`src/design/time_range_index_table_assert.svh`:
```
// ---------------------------------------------------------------------------
// time_range_index_table_assert.svh
// assertion macros shared by the time range index table rtl
// ---------------------------------------------------------------------------
`ifndef TIME_RANGE_INDEX_TABLE_ASSERT_SVH
`define TIME_RANGE_INDEX_TABLE_ASSERT_SVH

// same-cycle implication, checked outside reset
`define TRI_ASSERT_NOW(lbl, ante, cons, msg) \
    lbl: assert property (@(posedge i_clk) disable iff (!i_rst_n) \
        (ante) |-> (cons)) else $error(msg);

// next-cycle implication, checked outside reset
`define TRI_ASSERT_NEXT(lbl, ante, cons, msg) \
    lbl: assert property (@(posedge i_clk) disable iff (!i_rst_n) \
        (ante) |=> (cons)) else $error(msg);

`endif

```
`src/design/tri_pkg.sv`:
```
// ---------------------------------------------------------------------------
// tri_pkg
// types, codes and constants of the time range index table
// ---------------------------------------------------------------------------
package tri_pkg;

    // field widths
    localparam int IDX_W  = 6;
    localparam int CNT_W  = 7;
    localparam int TIME_W = 64;
    localparam int WORD_W = 32;

    // stream word widths
    localparam int IN_DATA_W  = 264;
    localparam int OUT_DATA_W = 72;

    // default table depth
    localparam int DEF_MAX_ENTRIES = 64;

    // input kinds
    typedef enum logic [1:0] {
        KIND_APPEND = 2'd0,
        KIND_UPDATE = 2'd1,
        KIND_SEARCH = 2'd2,
        KIND_LIST   = 2'd3
    } t_kind;

    // result status codes
    typedef enum logic [1:0] {
        STAT_OK       = 2'd0,
        STAT_NO_MATCH = 2'd1,
        STAT_FULL     = 2'd2,
        STAT_BAD_POS  = 2'd3
    } t_status;

    // series value types
    typedef enum logic [1:0] {
        VT_BOOL   = 2'd0,
        VT_INT    = 2'd1,
        VT_DOUBLE = 2'd2,
        VT_OTHER  = 2'd3
    } t_vtype;

    // block sizes by value type
    localparam logic [WORD_W-1:0] APP_BOOL_BYTES   = 32'd28;
    localparam logic [WORD_W-1:0] APP_INT_BYTES    = 32'd39;
    localparam logic [WORD_W-1:0] APP_DOUBLE_BYTES = 32'd43;
    localparam logic [WORD_W-1:0] UPD_BOOL_ADD     = 32'd17;
    localparam logic [WORD_W-1:0] UPD_INT_BYTES    = 32'd28;
    localparam logic [WORD_W-1:0] UPD_DOUBLE_BYTES = 32'd32;

    // one stored table entry
    typedef struct packed {
        logic [WORD_W-1:0] bytes;
        logic [WORD_W-1:0] offset;
        logic [TIME_W-1:0] w_end;
        logic [TIME_W-1:0] w_start;
    } t_entry;

    // shared unit results
    typedef struct packed {
        logic              in_window;
        logic [WORD_W-1:0] sum;
    } t_alu_res;

endpackage

```
`src/design/tri_alu.sv`:
```
// ---------------------------------------------------------------------------
// tri_alu
// shared window compare and saturating size adder
// ---------------------------------------------------------------------------
module tri_alu (
    input  logic [tri_pkg::TIME_W-1:0] i_query,
    input  logic [tri_pkg::TIME_W-1:0] i_lo,
    input  logic [tri_pkg::TIME_W-1:0] i_hi,
    input  logic [tri_pkg::WORD_W-1:0] i_base,
    input  logic [tri_pkg::WORD_W-1:0] i_addend,
    output tri_pkg::t_alu_res          o_res
);

    logic [tri_pkg::WORD_W:0] wide_sum;

    // inclusive window test, unsigned
    assign o_res.in_window = (i_query >= i_lo) && (i_query <= i_hi);

    // add with saturation at all ones
    assign wide_sum  = {1'b0, i_base} + {1'b0, i_addend};
    assign o_res.sum = wide_sum[tri_pkg::WORD_W] ? '1 : wide_sum[tri_pkg::WORD_W-1:0];

endmodule

```
`config.mk`:
```
export PLATFORM = sky130hd
export DESIGN_NAME = tri_alu
export DESIGN_NICKNAME = d
export VERILOG_FILES = /design/src/design/time_range_index_table_assert.svh /design/src/design/tri_pkg.sv /design/src/design/tri_alu.sv
export SDC_FILE = /design/constraint.sdc
export NUM_CORES = 1
export LEC_CHECK = 0
export ABC_AREA = 1
export BUFFER_PORTS_ARGS = -buffer_cell sky130_fd_sc_hd__buf_2
export CORE_ASPECT_RATIO = 1.25
export CORE_MARGIN = 3
export CORE_UTILIZATION = 49
export DETAILED_ROUTE_END_ITERATION = 6
export PLACE_DENSITY = 0.89
export SLEW_MARGIN = 10
export SYNTH_ARGS = -nofsm -noshare
export SYNTH_HDL_FRONTEND = slang
export SYNTH_SLANG_ARGS = --single-unit
```
`constraint.sdc`:
```
create_clock -name vclk -period 3.1
set_clock_uncertainty 0.1 [all_clocks]
set_input_delay 0.62 -clock vclk [all_inputs]
set_output_delay 0.62 -clock vclk [all_outputs]
set_load 0.01 [all_outputs]
```
==> metrics.yaml <==
run_status:
  status: "finished, violations left"
  violations: "negative setup slack"
pwr:
  p_int_uw: 622
  cellLeakagePower_uw: 0.00486
  seq_power_share_pct: 0
  switching_share_pct: 54.6
  combPwrFrac_pct: 100.0
  power.switching_uw: 747
  power.share.clock_pct: 0
  ir_drop_v: 0.000146
  powerDensity_mw_per_mm2: 175
  power_uw: 1370
layout:
  layout-drive-gt1-share_pct: 31.2
  mostFrequentLayoutCells: "buf_2, nand2_1, inv_1"
  stdcell_count: 1414
  final_common_cell: "buf_2"
  syn_to_final_growth_pct: 39.6
  clkbuf_count: 0
  n_sequential_cell: 0
  fin_util_pct: 70.4
  nets: 1697
  register_area_um2: 0
critical_path:
  critPathBufInv: 3
  critPathLaunchType: "input pin"
  critPathSlowestCell: "ha_2"
  worstPathCellList: "buf_2 -> ha_2 -> a21oi_2 -> nand2_4 -> nand2_2 -> nand2_2 -> nand3_2 -> nand2_4 -> nand2_4 -> nor2_4 -> nor2_4 -> buf_6 -> nand3_2 -> buf_6"
  endpoint_kind: "primary output"
  critPathRequiredTime_ns: 2.38
  cpLargestDelayFamily: "simple AND/OR/NAND/NOR gates"
  path_common_cell: "nand2_4"
  crit_arrival_ns: 2.41
  crit_type: "input pin to primary output"
  max_stage_delay_ns: 0.32
  critical_path.max_fanout: 9
global_route:
  grt_max_degree: 13
  overflow: 0
  grt_pass1_wl_um: 30600
  grt_pass1_vias: 7284
  grt_usage_pct: 28.5
  grt_antenna_before_repair: 3
routing:
  dr.pass1.iters: 6
  first_iter_violations: 269
  ant_nets: 0
  drt_wl_total_um: 19900
  post_drt_via_cell_ratio: 5.31
  wl_per_cell_um: 14.0
  dr_total_vias: 7508
  drc: 0
logic_synthesis:
  synth.distinct_cells: 34
  syn_area_mm2: 0.00562
  synth_top_family_by_area: "adder cells"
  synthCells: 949
  yosysSeqAreaShare_pct: 0
  synthXorXnorAreaFrac_pct: 2.18
  synth_mux_area_share_pct: 0
  synthSimpleGateAreaFrac_pct: 30.8
  netlist.area_leader.share_pct: 35.6
  yosys.area_share.adder_pct: 36.0
  synthTopCellsByArea: "ha_1, nand2_1, inv_1, a21oi_1, nor2_1"
  synth_compound_area_share_pct: 16.7
  syn_area_per_cell_um2: 5.92
  yosys.area.top_type: "ha_1"
  yosys_warnings: 0
  syn-num-nets: 1366
sta:
  tightest_slew_ns: 0.366
  fin_crit_sh_pct: 101
  finalSetupViolations: 4
  max_slew_margin_pct: 75.4
  min_period_ns: 3.13
  final-hold-violation-count: 0
  rsz0062_at_grt: "true"
  max_freq_mhz: 320
  fin_ws_ns: -0.0256
  worst_hold_slack_ns: 1.52
  slew_violations: 0
placed_design:
  post-place-ws_ns: -0.142
  port_buffers: 289
  place_inst: 1403
  post-dp-hpwl_um: 17500
  place.gp.congestion: 0.992
clocking:
  cts_hold_buf: 0
floorplan:
  die_h_um: 126
  io_pins: 289
  die_width_um: 102
  start_util_pct: 50.4
  coreArea_mm2: 0.0111
  rows: 43
  fp.dieArea_mm2: 0.0128
hold_path:
  hp-class: "input pin to primary output"
run:
  cap_violations: 0
tightest hold or removal path: cells and delay by family:
kind | cells | cell delay, ns
adders and majority gates | 1 | 0.11
buffers and inverters | 3 | 0.22
and+or+nand+nor | 1 | 0.05
final cells by class:
| class | instances | area, um^2 |
|---|---|---|
| diodes | 1 | 2.50 |
| fillers | 963 | 3300 |
| inverters | 203 | 762 |
| multi-input cells | 743 | 5020 |
| well taps | 135 | 169 |
| repair buffers | 332 | 1890 |
routing by layer:
metal / GRT usage [%] / vias to the layer above / routed length, um
li1: - / 3770 / -
met1: 30.1 / 3302 / 7240
met2: 54.3 / 348 / 10200
met3: 3.71 / 84 / 1390
met4: 13.1 / 4 / 990
met5: 0 / - / 21
per-stage QoR:
| step | cell area, um^2 | TNS [ns] |
|---|---|---|
| after floorplan | 5620 | 0 |
| after global placement | 7450 | -1.76 |
| after detailed placement | 7450 | -3.16 |
| after CTS | 7650 | 0 |
| after global routing | 7840 | -3.17 |
| final | 7840 | -0.0548 |
Yosys cell counts (3+ instances only):
library cell,count
xor2_1,12
o211ai_1,3
a21oi_1,97
nand2_1,219
nor4_1,4
inv_1,203
a21o_1,7
o21bai_1,4
nand4_1,16
and2_1,4
ha_1,160
o21a_1,9
nor2_1,82
nand3_1,38
o21ai_0,37
nand3_2,11
nand2_2,4
nor3_1,15
o21ai_1,3
power by group through the flow:
stage | Sequential [uW] | Clock (uW) | Combinational (uW)
floorplan | 0 | 0 | 740
global placement | 0 | 0 | 1190
detailed placement | 0 | 0 | 1220
CTS | 0 | 0 | 1280
global route | 0 | 0.0000431 | 1530
finish | 0 | 0.0000431 | 1370
repair_timing:
action                     4_1_cts  5_1_grt
pin swaps                        6        6
buffers inserted                 7        3
resized for setup               30       46
cloned                           1        0
setup endpoints to repair       32       33
path summary, 6_finish.rpt:
| path | depth (start not counted) | start | to | slack [ns] |
|---|---|---|---|---|
| min | 5 | i_addend[0] | o_res[0] | 1.52 |
| max | 14 | i_base[3] | o_res[27] | -0.03 |
cell families (layout without fill, tap and decap cells):
kind of cell    Yosys count  after routing
compound gates          169            169
xor+xnor                 14             14
fa+ha+maj               161            161
buf+inv                 206            535
other cells               0              1
simple gates            399            399
Power figures use the tool's default switching activity.
